**src/rtl/etc_pkg.sv**
```systemverilog
`timescale 1ns / 1ps
// Shared widths, constants, types and tables for the epoch-seconds to calendar converter.
// Used by every module in rtl/; depends on nothing.
package etc_pkg;

   // Field widths of the transactions.
   localparam int EPOCH_W = 33;
   localparam int MICRO_W = 20;
   localparam int YEAR_W  = 12;
   localparam int MONTH_W = 4;
   localparam int DAY_W   = 5;
   localparam int HOUR_W  = 5;
   localparam int MIN_W   = 6;
   localparam int SEC_W   = 6;

   localparam int REQ_DATA_W = 56;
   localparam int RSP_DATA_W = 64;

   // Pipeline depth, input register through result register.
   localparam int NUM_STAGES = 10;

   // Internal value widths.
   localparam int U_W    = 34;  // biased seconds, always non-negative
   localparam int DAYS_W = 17;  // biased day count
   localparam int SOD_W  = 17;  // second of day
   localparam int Z_W    = 20;  // day number counted from 0000-03-01
   localparam int DOE_W  = 18;  // day of 400-year era
   localparam int MOD_W  = 11;  // minute of day
   localparam int YOE_W  = 9;   // year of era
   localparam int DOY_W  = 9;   // day of March-based year
   localparam int MP_W   = 4;   // March-based month index

   // Time constants.
   localparam longint unsigned SECS_PER_DAY = 64'd86400;
   localparam longint unsigned DAY_BIAS     = 64'd49711;
   localparam longint unsigned SEC_BIAS     = DAY_BIAS * SECS_PER_DAY;
   localparam longint unsigned DAYS_PER_ERA = 64'd146097;
   localparam longint unsigned Z_OFFSET     = 64'd719468 - DAY_BIAS;
   localparam longint unsigned ERA4_START   = 64'd4 * DAYS_PER_ERA;
   localparam longint unsigned ERA5_START   = 64'd5 * DAYS_PER_ERA;
   localparam longint unsigned LAST_DOE     = DAYS_PER_ERA - 64'd1;
   localparam logic [YEAR_W-1:0] ERA4_YEAR  = 12'd1600;
   localparam logic [YEAR_W-1:0] ERA5_YEAR  = 12'd2000;

   // Reciprocal multipliers: q = (x * MUL) >> SHIFT is exact over the whole input range
   // because SHIFT covers the bit width of x plus the bit width of the divisor.
   localparam int DAYQ_SHIFT = 37;  // (u >> 7) / 675, i.e. u / 86400
   localparam int DAYQ_MUL_W = 28;
   localparam logic [DAYQ_MUL_W-1:0] DAYQ_MUL =
      DAYQ_MUL_W'((64'd1 << DAYQ_SHIFT) / 64'd675 + 64'd1);

   localparam int MOD_SHIFT = 23;   // sod / 60
   localparam int MOD_MUL_W = 18;
   localparam logic [MOD_MUL_W-1:0] MOD_MUL =
      MOD_MUL_W'((64'd1 << MOD_SHIFT) / 64'd60 + 64'd1);

   localparam int HOUR_SHIFT = 29;  // sod / 3600
   localparam int HOUR_MUL_W = 18;
   localparam logic [HOUR_MUL_W-1:0] HOUR_MUL =
      HOUR_MUL_W'((64'd1 << HOUR_SHIFT) / 64'd3600 + 64'd1);

   localparam int D1_SHIFT = 29;    // doe / 1460
   localparam int D1_MUL_W = 19;
   localparam logic [D1_MUL_W-1:0] D1_MUL =
      D1_MUL_W'((64'd1 << D1_SHIFT) / 64'd1460 + 64'd1);

   localparam int D2_SHIFT = 34;    // doe / 36524
   localparam int D2_MUL_W = 19;
   localparam logic [D2_MUL_W-1:0] D2_MUL =
      D2_MUL_W'((64'd1 << D2_SHIFT) / 64'd36524 + 64'd1);

   localparam int YOE_SHIFT = 27;   // yn / 365
   localparam int YOE_MUL_W = 19;
   localparam logic [YOE_MUL_W-1:0] YOE_MUL =
      YOE_MUL_W'((64'd1 << YOE_SHIFT) / 64'd365 + 64'd1);

   localparam int MP_SHIFT = 19;    // (5 * doy + 2) / 153
   localparam int MP_MUL_W = 12;
   localparam logic [MP_MUL_W-1:0] MP_MUL =
      MP_MUL_W'((64'd1 << MP_SHIFT) / 64'd153 + 64'd1);

   // Time of day travelling between modules.
   typedef struct packed {
      logic [HOUR_W-1:0] hour;
      logic [MIN_W-1:0]  minute;
      logic [SEC_W-1:0]  second;
   } hms_type;

   // Calendar date travelling between modules.
   typedef struct packed {
      logic [YEAR_W-1:0]  year;
      logic [MONTH_W-1:0] month;
      logic [DAY_W-1:0]   day;
   } ymd_type;

   // First day of each March-based month within its year.
   function automatic logic [DOY_W-1:0] month_start(input logic [MP_W-1:0] mp);
      logic [DOY_W-1:0] ms;
      case (mp)
         4'd0:    ms = 9'd0;
         4'd1:    ms = 9'd31;
         4'd2:    ms = 9'd61;
         4'd3:    ms = 9'd92;
         4'd4:    ms = 9'd122;
         4'd5:    ms = 9'd153;
         4'd6:    ms = 9'd184;
         4'd7:    ms = 9'd214;
         4'd8:    ms = 9'd245;
         4'd9:    ms = 9'd275;
         4'd10:   ms = 9'd306;
         4'd11:   ms = 9'd337;
         default: ms = 9'd0;
      endcase
      return ms;
   endfunction

endpackage

```
**src/rtl/epoch_seconds_to_calendar.sv**
```systemverilog
`timescale 1ns / 1ps
// Epoch seconds to UTC calendar date and time of day, ten register stages deep.
// Throughput: one transaction per cycle unless rsp_tready stalls the output; stages
// advance independently, so bubbles close up and a new transaction is taken while a
// finished result waits on rsp_tready, as long as an earlier stage is empty.
// Depth is set by the chain of constant divisions, done by reciprocal multiplies.
// Reset clears the stage valid bits only. Depends on etc_pkg and the etc_ modules.
module epoch_seconds_to_calendar (
   input  logic                                 clock,
   input  logic                                 reset,
   input  logic                                 req_tvalid,
   output logic                                 req_tready,
   // [32:0] epoch_seconds, [52:33] micro_in, [55:53] zero
   input  logic [etc_pkg::REQ_DATA_W-1:0]       req_tdata,
   output logic                                 rsp_tvalid,
   input  logic                                 rsp_tready,
   // [11:0] year, [15:12] month, [20:16] day_of_month, [25:21] hour,
   // [31:26] minute, [37:32] second, [57:38] micro_out, [63:58] zero
   output logic [etc_pkg::RSP_DATA_W-1:0]       rsp_tdata
);

   localparam int LAST = etc_pkg::NUM_STAGES - 1;
   localparam int PAD_W = etc_pkg::RSP_DATA_W - etc_pkg::YEAR_W - etc_pkg::MONTH_W
                          - etc_pkg::DAY_W - etc_pkg::HOUR_W - etc_pkg::MIN_W
                          - etc_pkg::SEC_W - etc_pkg::MICRO_W;

   logic [etc_pkg::NUM_STAGES-1:0]     valid_ff, valid_in;
   logic [etc_pkg::NUM_STAGES-1:0]     load;
   logic [etc_pkg::EPOCH_W-1:0]        epoch;
   logic [etc_pkg::U_W-1:0]            u_in, u_ff;
   logic [etc_pkg::MICRO_W-1:0]        micro_ff [LAST];
   logic [etc_pkg::MICRO_W-1:0]        micro_out_ff;
   logic [etc_pkg::SOD_W-1:0]          sod;
   logic [etc_pkg::DOE_W-1:0]          doe;
   logic                               era5;
   etc_pkg::hms_type                   hms;
   etc_pkg::ymd_type                   ymd;
   etc_pkg::hms_type                   hms_out_ff;
   etc_pkg::ymd_type                   ymd_out_ff;

   // Stage enables: a stage loads when it is empty or its content moves on.
   always_comb begin
      load[LAST] = !valid_ff[LAST] || rsp_tready;
      for (int i = LAST - 1; i >= 0; i--) begin
         load[i] = !valid_ff[i] || load[i+1];
      end
      valid_in[0] = load[0] ? req_tvalid : valid_ff[0];
      for (int i = 1; i <= LAST; i++) begin
         valid_in[i] = load[i] ? valid_ff[i-1] : valid_ff[i];
      end
   end

   assign req_tready = load[0];
   assign rsp_tvalid = valid_ff[LAST];

   // Bias the signed seconds so the day split works on a non-negative value.
   always_comb begin
      epoch = req_tdata[etc_pkg::EPOCH_W-1:0];
      u_in  = {epoch[etc_pkg::EPOCH_W-1], epoch} + etc_pkg::U_W'(etc_pkg::SEC_BIAS);
   end

   always_ff @(posedge clock) begin
      if (reset) begin
         valid_ff <= '0;
      end else begin
         valid_ff <= valid_in;
      end
   end

   // Input register, microsecond delay line and result register.
   always_ff @(posedge clock) begin
      if (load[0]) begin
         u_ff        <= u_in;
         micro_ff[0] <= req_tdata[etc_pkg::EPOCH_W +: etc_pkg::MICRO_W];
      end
      for (int i = 1; i < LAST; i++) begin
         if (load[i]) begin
            micro_ff[i] <= micro_ff[i-1];
         end
      end
      if (load[LAST]) begin
         micro_out_ff <= micro_ff[LAST-1];
         hms_out_ff   <= hms;
         ymd_out_ff   <= ymd;
      end
   end

   etc_day_split u_day_split (
      .clock (clock),
      .load  (load[2:1]),
      .u     (u_ff),
      .sod   (sod),
      .doe   (doe),
      .era5  (era5)
   );

   etc_time_of_day u_time_of_day (
      .clock (clock),
      .load  (load[8:3]),
      .sod   (sod),
      .hms   (hms)
   );

   etc_civil_date u_civil_date (
      .clock (clock),
      .load  (load[8:3]),
      .doe   (doe),
      .era5  (era5),
      .ymd   (ymd)
   );

   assign rsp_tdata = {PAD_W'(0), micro_out_ff, hms_out_ff.second, hms_out_ff.minute,
                       hms_out_ff.hour, ymd_out_ff.day, ymd_out_ff.month, ymd_out_ff.year};

endmodule

```
**src/rtl/etc_day_split.sv**
```systemverilog
`timescale 1ns / 1ps
// Splits biased epoch seconds into a second of day and a day of the 400-year era.
// Depends on etc_pkg.
module etc_day_split (
   input  logic                        clock,
   input  logic [1:0]                  load,        // stage enables, lowest first
   input  logic [etc_pkg::U_W-1:0]     u,           // seconds plus bias, non-negative
   output logic [etc_pkg::SOD_W-1:0]   sod,
   output logic [etc_pkg::DOE_W-1:0]   doe,
   output logic                        era5
);

   localparam int X_W = etc_pkg::U_W - 7;
   localparam int P_W = X_W + etc_pkg::DAYQ_MUL_W;

   logic [P_W-1:0]                   dayq_prod;
   logic [etc_pkg::DAYS_W-1:0]       days_in, days_ff;
   logic [etc_pkg::SOD_W-1:0]        ulo_in, ulo_ff;
   logic [etc_pkg::U_W-1:0]          day_secs;
   logic [etc_pkg::Z_W-1:0]          z;
   logic                             era5_in, era5_ff;
   logic [etc_pkg::SOD_W-1:0]        sod_in, sod_ff;
   logic [etc_pkg::DOE_W-1:0]        doe_in, doe_ff;

   // Day count: divide by 86400 as a shift by 7 and a reciprocal multiply for 675.
   always_comb begin
      dayq_prod = P_W'(u[etc_pkg::U_W-1:7]) * P_W'(etc_pkg::DAYQ_MUL);
      days_in   = dayq_prod[etc_pkg::DAYQ_SHIFT +: etc_pkg::DAYS_W];
      ulo_in    = u[etc_pkg::SOD_W-1:0];
   end

   // Second of day from the low bits; era and day of era from the day number.
   always_comb begin
      day_secs = etc_pkg::U_W'(days_ff) * etc_pkg::U_W'(etc_pkg::SECS_PER_DAY);
      sod_in   = ulo_ff - day_secs[etc_pkg::SOD_W-1:0];
      z        = etc_pkg::Z_W'(days_ff) + etc_pkg::Z_W'(etc_pkg::Z_OFFSET);
      era5_in  = (z >= etc_pkg::Z_W'(etc_pkg::ERA5_START));
      if (era5_in) begin
         doe_in = etc_pkg::DOE_W'(z - etc_pkg::Z_W'(etc_pkg::ERA5_START));
      end else begin
         doe_in = etc_pkg::DOE_W'(z - etc_pkg::Z_W'(etc_pkg::ERA4_START));
      end
   end

   always_ff @(posedge clock) begin
      if (load[0]) begin
         days_ff <= days_in;
         ulo_ff  <= ulo_in;
      end
      if (load[1]) begin
         sod_ff  <= sod_in;
         doe_ff  <= doe_in;
         era5_ff <= era5_in;
      end
   end

   assign sod  = sod_ff;
   assign doe  = doe_ff;
   assign era5 = era5_ff;

endmodule

```
**src/rtl/etc_time_of_day.sv**
```systemverilog
`timescale 1ns / 1ps
// Turns a second of day into hour, minute and second, then delays them to the date path.
// Depends on etc_pkg.
module etc_time_of_day (
   input  logic                        clock,
   input  logic [5:0]                  load,        // stage enables, lowest first
   input  logic [etc_pkg::SOD_W-1:0]   sod,
   output etc_pkg::hms_type            hms
);

   localparam int MP_PW = etc_pkg::SOD_W + etc_pkg::MOD_MUL_W;
   localparam int HP_PW = etc_pkg::SOD_W + etc_pkg::HOUR_MUL_W;
   localparam int DELAY = 4;

   logic [MP_PW-1:0]                 mod_prod;
   logic [HP_PW-1:0]                 hour_prod;
   logic [etc_pkg::MOD_W-1:0]        mod_in, mod_ff;
   logic [etc_pkg::HOUR_W-1:0]       hour_in, hour_ff;
   logic [etc_pkg::SOD_W-1:0]        sod_ff;
   logic [etc_pkg::SOD_W-1:0]        sec_full;
   logic [etc_pkg::MOD_W-1:0]        min_full;
   etc_pkg::hms_type                 hms_in;
   etc_pkg::hms_type                 hms_ff [DELAY+1];

   // Minute of day and hour, both by reciprocal multiply.
   always_comb begin
      mod_prod  = MP_PW'(sod) * MP_PW'(etc_pkg::MOD_MUL);
      hour_prod = HP_PW'(sod) * HP_PW'(etc_pkg::HOUR_MUL);
      mod_in    = mod_prod[etc_pkg::MOD_SHIFT +: etc_pkg::MOD_W];
      hour_in   = hour_prod[etc_pkg::HOUR_SHIFT +: etc_pkg::HOUR_W];
   end

   // Remainders give second of minute and minute of hour.
   always_comb begin
      sec_full      = sod_ff - etc_pkg::SOD_W'(mod_ff) * etc_pkg::SOD_W'(60);
      min_full      = mod_ff - etc_pkg::MOD_W'(hour_ff) * etc_pkg::MOD_W'(60);
      hms_in.hour   = hour_ff;
      hms_in.minute = min_full[etc_pkg::MIN_W-1:0];
      hms_in.second = sec_full[etc_pkg::SEC_W-1:0];
   end

   always_ff @(posedge clock) begin
      if (load[0]) begin
         mod_ff  <= mod_in;
         hour_ff <= hour_in;
         sod_ff  <= sod;
      end
      if (load[1]) begin
         hms_ff[0] <= hms_in;
      end
      // Delay line that keeps the time aligned with the date path.
      for (int i = 1; i <= DELAY; i++) begin
         if (load[i+1]) begin
            hms_ff[i] <= hms_ff[i-1];
         end
      end
   end

   assign hms = hms_ff[DELAY];

endmodule

```
**src/rtl/etc_civil_date.sv**
```systemverilog
`timescale 1ns / 1ps
// Converts a day of the 400-year era into Gregorian year, month and day of month.
// Depends on etc_pkg.
module etc_civil_date (
   input  logic                        clock,
   input  logic [5:0]                  load,        // stage enables, lowest first
   input  logic [etc_pkg::DOE_W-1:0]   doe,
   input  logic                        era5,
   output etc_pkg::ymd_type            ymd
);

   localparam int D1_PW  = etc_pkg::DOE_W + etc_pkg::D1_MUL_W;
   localparam int D2_PW  = etc_pkg::DOE_W + etc_pkg::D2_MUL_W;
   localparam int YOE_PW = etc_pkg::DOE_W + etc_pkg::YOE_MUL_W;
   localparam int MPX_W  = 11;
   localparam int MP_PW  = MPX_W + etc_pkg::MP_MUL_W;
   localparam int D1_W   = 7;
   localparam int D2_W   = 3;

   // Stage one: leap-day corrections.
   logic [D1_PW-1:0]                 d1_prod;
   logic [D2_PW-1:0]                 d2_prod;
   logic [D1_W-1:0]                  d1_ff;
   logic [D2_W-1:0]                  d2_ff;
   logic                             d3_ff;
   logic [etc_pkg::DOE_W-1:0]        doe1_ff;
   logic                             era1_ff;
   // Stage two: corrected day count.
   logic [etc_pkg::DOE_W-1:0]        yn_in, yn_ff;
   logic [etc_pkg::DOE_W-1:0]        doe2_ff;
   logic                             era2_ff;
   // Stage three: year of era.
   logic [YOE_PW-1:0]                yoe_prod;
   logic [etc_pkg::YOE_W-1:0]        yoe3_ff;
   logic [etc_pkg::DOE_W-1:0]        doe3_ff;
   logic                             era3_ff;
   // Stage four: day of year.
   logic [etc_pkg::YOE_W-1:0]        c100;
   logic [etc_pkg::DOE_W-1:0]        yday_base;
   logic [etc_pkg::DOE_W-1:0]        doy_full;
   logic [etc_pkg::DOY_W-1:0]        doy4_ff;
   logic [etc_pkg::YOE_W-1:0]        yoe4_ff;
   logic                             era4_ff;
   // Stage five: month index.
   logic [MPX_W-1:0]                 mp_x;
   logic [MP_PW-1:0]                 mp_prod;
   logic [etc_pkg::MP_W-1:0]         mp5_ff;
   logic [etc_pkg::DOY_W-1:0]        doy5_ff;
   logic [etc_pkg::YOE_W-1:0]        yoe5_ff;
   logic                             era5_ff;
   // Stage six: final date.
   logic [etc_pkg::DOY_W-1:0]        day_full;
   logic                             jan_feb;
   etc_pkg::ymd_type                 ymd_in, ymd_ff;

   // Leap-day counts within the era: every 4 years, every 100, and the last day.
   always_comb begin
      d1_prod = D1_PW'(doe) * D1_PW'(etc_pkg::D1_MUL);
      d2_prod = D2_PW'(doe) * D2_PW'(etc_pkg::D2_MUL);
   end

   // Day count with leap days taken out, a multiple of 365 per year.
   assign yn_in = doe1_ff - etc_pkg::DOE_W'(d1_ff) + etc_pkg::DOE_W'(d2_ff)
                  - etc_pkg::DOE_W'(d3_ff);

   assign yoe_prod = YOE_PW'(yn_ff) * YOE_PW'(etc_pkg::YOE_MUL);

   // Day of year: subtract the days in the whole years before it.
   always_comb begin
      c100      = etc_pkg::YOE_W'(yoe3_ff >= 9'd100) + etc_pkg::YOE_W'(yoe3_ff >= 9'd200)
                  + etc_pkg::YOE_W'(yoe3_ff >= 9'd300);
      yday_base = etc_pkg::DOE_W'(yoe3_ff) * etc_pkg::DOE_W'(365)
                  + etc_pkg::DOE_W'(yoe3_ff >> 2) - etc_pkg::DOE_W'(c100);
      doy_full  = doe3_ff - yday_base;
   end

   // March-based month index.
   always_comb begin
      mp_x    = MPX_W'(doy4_ff) * MPX_W'(5) + MPX_W'(2);
      mp_prod = MP_PW'(mp_x) * MP_PW'(etc_pkg::MP_MUL);
   end

   // Month, day and year; January and February belong to the next civil year.
   always_comb begin
      jan_feb      = (mp5_ff >= 4'd10);
      day_full     = doy5_ff - etc_pkg::month_start(mp5_ff) + 9'd1;
      ymd_in.day   = day_full[etc_pkg::DAY_W-1:0];
      if (jan_feb) begin
         ymd_in.month = mp5_ff - 4'd9;
      end else begin
         ymd_in.month = mp5_ff + 4'd3;
      end
      ymd_in.year  = etc_pkg::YEAR_W'(yoe5_ff) + (era5_ff ? etc_pkg::ERA5_YEAR :
                     etc_pkg::ERA4_YEAR) + etc_pkg::YEAR_W'(jan_feb);
   end

   always_ff @(posedge clock) begin
      if (load[0]) begin
         d1_ff   <= d1_prod[etc_pkg::D1_SHIFT +: D1_W];
         d2_ff   <= d2_prod[etc_pkg::D2_SHIFT +: D2_W];
         d3_ff   <= (doe == etc_pkg::DOE_W'(etc_pkg::LAST_DOE));
         doe1_ff <= doe;
         era1_ff <= era5;
      end
      if (load[1]) begin
         yn_ff   <= yn_in;
         doe2_ff <= doe1_ff;
         era2_ff <= era1_ff;
      end
      if (load[2]) begin
         yoe3_ff <= yoe_prod[etc_pkg::YOE_SHIFT +: etc_pkg::YOE_W];
         doe3_ff <= doe2_ff;
         era3_ff <= era2_ff;
      end
      if (load[3]) begin
         doy4_ff <= doy_full[etc_pkg::DOY_W-1:0];
         yoe4_ff <= yoe3_ff;
         era4_ff <= era3_ff;
      end
      if (load[4]) begin
         mp5_ff  <= mp_prod[etc_pkg::MP_SHIFT +: etc_pkg::MP_W];
         doy5_ff <= doy4_ff;
         yoe5_ff <= yoe4_ff;
         era5_ff <= era4_ff;
      end
      if (load[5]) begin
         ymd_ff  <= ymd_in;
      end
   end

   assign ymd = ymd_ff;

endmodule

```
**config.mk**
```make
export PLATFORM = sky130hd
export DESIGN_NAME = epoch_seconds_to_calendar
export DESIGN_NICKNAME = d
export VERILOG_FILES = /design/src/rtl/etc_pkg.sv /design/src/rtl/epoch_seconds_to_calendar.sv /design/src/rtl/etc_day_split.sv /design/src/rtl/etc_time_of_day.sv /design/src/rtl/etc_civil_date.sv
export SDC_FILE = /design/constraint.sdc
export NUM_CORES = 2
export LEC_CHECK = 0
export BUFFER_PORTS_ARGS = -buffer_cell sky130_fd_sc_hd__buf_4
export CORE_ASPECT_RATIO = 1.75
export CORE_MARGIN = 3
export CORE_UTILIZATION = 40
export CTS_BUF_LIST = sky130_fd_sc_hd__clkbuf_8
export CTS_CLUSTER_DIAMETER = 60
export DETAILED_ROUTE_END_ITERATION = 8
export HOLD_SLACK_MARGIN = 0.03
export PLACE_DENSITY = 0.51
export SETUP_SLACK_MARGIN = 0.5
export SYNTH_ARGS = -nofsm -noshare
export SYNTH_HDL_FRONTEND = slang
export SYNTH_SLANG_ARGS = --single-unit
```
**constraint.sdc**
```tcl
create_clock -name clock -period 8.6 [get_ports clock]
set_input_delay 0.86 -clock clock [delete_from_list [all_inputs] [get_ports clock]]
set_output_delay 0.86 -clock clock [all_outputs]
set_load 0.01 [all_outputs]
```
==> run_results.csv <==
group,metric,value,unit
run_status,status,"finished clean",
sta,max_slew_margin,27.22,%
sta,max_freq,0.1326,GHz
clock_tree,htree_levels,3,
logic_synthesis,avgSynthCellArea,12.33,um^2
critical_path,worst-endpoint-arrival,8.16,ns
worst_hold_path,hold-path-cell-count,1,
clock_tree,post_cts_resized,0,
sta,setup_tns,0,ns
clock_tree,cts_buffers,92,
critical_path,crit_path_top_delay_cell,"fa_1",
critical_path,crit_cells,24,
critical_path,required,9.22,ns
sta,skew,0.06457,ns
die,fp-row-count,183,
flow_run,maxCapViolCount,0,
logic_synthesis,synth_top_cell_by_area,"edfxtp_1",
die,start_util,40.40,%
detailed_routing,drc,0,
detailed_routing,met3WireLength,3.114,mm
placement,placedCellCount,6659,
logic_synthesis,netlist_instances,4665,
cells_and_area,stdcell_count,6832,
detailed_routing,wire_per_inst,18.70,um
die,io_pins,126,
logic_synthesis,ys_warn_count,0,
clock_tree,clk_latency,0.79,ns
logic_synthesis,synth_flop_cell,"edfxtp_1",
sta,finalSetupViolCount,0,
logic_synthesis,synth.area.top_cells,"edfxtp_1, ha_1, fa_1",
clock_tree,clkSinkCount,595,
global_route,grt_overflow_total,0,
worst_hold_path,min_to,"micro_ff[0][5]",
logic_synthesis,syn_area,0.05754,mm^2
critical_path,critPathMaxFanout,9,
clock_tree,cts_tree,"built",
detailed_routing,first_iter_violations,1031,
logic_synthesis,synth_edf_count,580,
critical_path,reg2regPathDepth,24,
critical_path,setup.reg_to_reg.worst_slack,1.06,ns
detailed_routing,vias_per_cell,4.865,
critical_path,cp_common_cell,"ha_1",
detailed_routing,drt-total-wl,127.8,mm
global_route,grt_antenna_before_repair,2,
clock_tree,cts_hold_buf,0,
logic_synthesis,synth_top_area_share,30.27,%
detailed_routing,ant_nets,0,
detailed_routing,met2_length,73.97,mm
sta,worst_hold_slack,0.2358,ns
critical_path,worstSetupEndpointType,"flip-flop",
global_route,grt_pass1_wl,203.3,mm
die,die_w,292.7,um
critical_path,reg2reg_from,"u_civil_date.doy4_ff[1]",
sta,rsz0062_at_grt,"no",
placement,io_buffers,116,
sta,maxSlewViolCount,0,
clock_tree,clockBufferDepth,3,
clock_tree,cts_setup_buffers,0,
cells_and_area,final_common_cell,"ha_1",
global_route,grt_pass1_vias,37460,
sta,tightestPinTransition,1.091,ns
critical_path,cp_top_family,"adder cells",
global_route,grt.total_usage,17.93,%
die,die_h,507.7,um
placement,dpl.hpwl,108.4,mm
critical_path,crit_type,"reg2reg",
cells_and_area,drive_above_1_share,6.304,%
detailed_routing,wirelength_met1,45.31,mm
logic_synthesis,async_flop_share,0,%
clock_tree,clk_pin_slew_worst_paths,0.07,ns
clock_tree,cts-root-buf,"clkbuf_8",
critical_path,cpPeakStageDelay,0.55,ns
die,core_area,0.1424,mm^2
logic_synthesis,yosysSeqAreaShare,30.79,%
worst_hold_path,hp-start,"req_tdata[38]",
sta,fin_crit,7.540,ns
critical_path,critical_path_buf_inv_count,5,
critical_path,crit_chain,"ha_1, ha_1, o211ai_1, a2111oi_0, a2111o_1, xor2_1, buf_4, inv_1, ha_1, inv_1, fa_1, inv_1, fa_1, fa_1, inv_1, ha_1, ha_1, nor2_1, nor4b_1, a31oi_1, a211oi_1, xnor3_1, mux2i_2, mux2_1",
die,die_area,0.1486,mm^2
logic_synthesis,yosysUniqueCellTypes,83,
logic_synthesis,ys_ff_latch,595,
detailed_routing,top_layer_used,"met4",
sta,period_share,87.68,%
cells_and_area,nets,6838,
detailed_routing,vias,33240,
cells_and_area,layout_common_cells,"ha_1, inv_1, fa_1, edfxtp_1, xnor2_1",
sta,hold_viol,0,
placement,gp_congestion,0.8908,
worst_hold_path,hold_class,"in2reg",
cells_and_area,nFillCells,13440,
detailed_routing,drt_first_pass_iters,5,
global_route,grt_max_degree,68,
critical_path,setup.worst_path.start_class,"flip-flop",
cells_and_area,syn_to_final_growth,9.091,%
[registers in the layout (all words and copies together), names as in the netlist, 10 cells and up, named ones only]
name	count
u_day_split.sod	17
rsp_tdata	38
micro_ff	180
u_day_split.doe	18
u_time_of_day.hms_ff	85
u_day_split.days_ff	17
u_civil_date.doe1_ff	18
u_day_split.ulo_ff	17
valid_ff	10
u_civil_date.yn_ff	18
u_civil_date.ymd	21
u_ff	34
micro_out_ff	20
[worst max path at each step]
stage | from | endpoint | slack [ns]
after global routing | u_civil_date.doy4_ff[1] | flip-flop | 0.62
after CTS | u_ff[22] | u_day_split.days_ff[13] | 1.01
after floorplan | u_civil_date.doy4_ff[2] | flip-flop | 1.87
final | u_civil_date.doy4_ff[1] | flip-flop | 1.06
after global placement | u_ff[22] | u_day_split.days_ff[13] | 1.10
after detailed placement | u_ff[22] | u_day_split.days_ff[13] | 1.12
[metrics by stage]
step,cell area [um^2],setup slack (ns),util (%)
floorplan,57560,1.870,-
global placement,60980,1.103,42.82
detailed placement,60980,1.123,42.82
CTS,62770,1.006,44.07
global route,62770,0.6151,44.08
finish,62770,1.060,44.08
[synthesized netlist by cell type (all sizes together), types with 6 or more instances]
library cell,instances
edfxtp,580
o2111ai,7
nand2b,12
a2111oi,11
nor2b,22
o21bai,13
a21o,52
mux2i,13
o21a,31
fa,695
nand3,49
xor2,47
and3,22
nor2,96
o21ai,80
a31oi,9
dfxtp,15
o211ai,18
or2,7
or3,14
a21boi,6
a311oi,8
o22ai,6
nand2,94
a211oi,15
xnor2,156
o311ai,6
and2,14
nand4,26
buf,10
inv,1124
nor4,7
a21oi,121
nor3,36
ha,1180
[worst register-to-register path: stages, from the launching register on]
cell and delay [ns]:
edfxtp_1 0.50, ha_1 0.34, ha_1 0.34, o211ai_1 0.14, a2111oi_0 0.46, a2111o_1 0.22, xor2_1 0.15, buf_4 0.16
inv_1 0.06, ha_1 0.27, inv_1 0.10, fa_1 0.55, inv_1 0.06, fa_1 0.51, fa_1 0.54, inv_1 0.05
ha_1 0.28, ha_1 0.20, nor2_1 0.11, nor4b_1 0.46, a31oi_1 0.31, a211oi_1 0.41, xnor3_1 0.43, mux2i_2 0.40
mux2_1 0.36
[layer usage]
layer | vias up | track usage, %
met2 | 427 | 36.79
met4 | 0 | 6.818
li1 | 15960 | -
met1 | 16630 | 18.10
met3 | 221 | 2.015
met5 | - | 0
[cells by family (layout without fill, tap and decap cells)]
family | after synthesis | after routing | share of synthesized area [%]
muxes | 16 | 16 | 0.2914
DFF | 595 | 595 | 30.79
AOI/OAI and AO/OA | 428 | 428 | 4.993
adders and majority gates | 1875 | 1875 | 49.84
xor gates and xnor gates | 204 | 204 | 3.129
and+or+nand+nor | 409 | 409 | 3.477
other | 1 | 7 | 0.006517
buffers and inverters | 1137 | 1448 | 7.476
[cell type report]
class	count	area (um^2)	share of cell area, %
Sequential cell	595	17720	28.22
Clock buffer	94	1294	2.061
Clock inverter	78	498.0	0.7933
Antenna cell	1	2.502	0.003986
Multi-Input combinational cell	2938	35590	56.69
Tap cell	1850	2315	3.687
Inverter	1124	4219	6.721
Timing Repair Buffer	152	1141	1.818
Power is left out: the tool's default activity adds up to more than one toggle a clock period on the data nets, which glitch-free logic cannot reach.
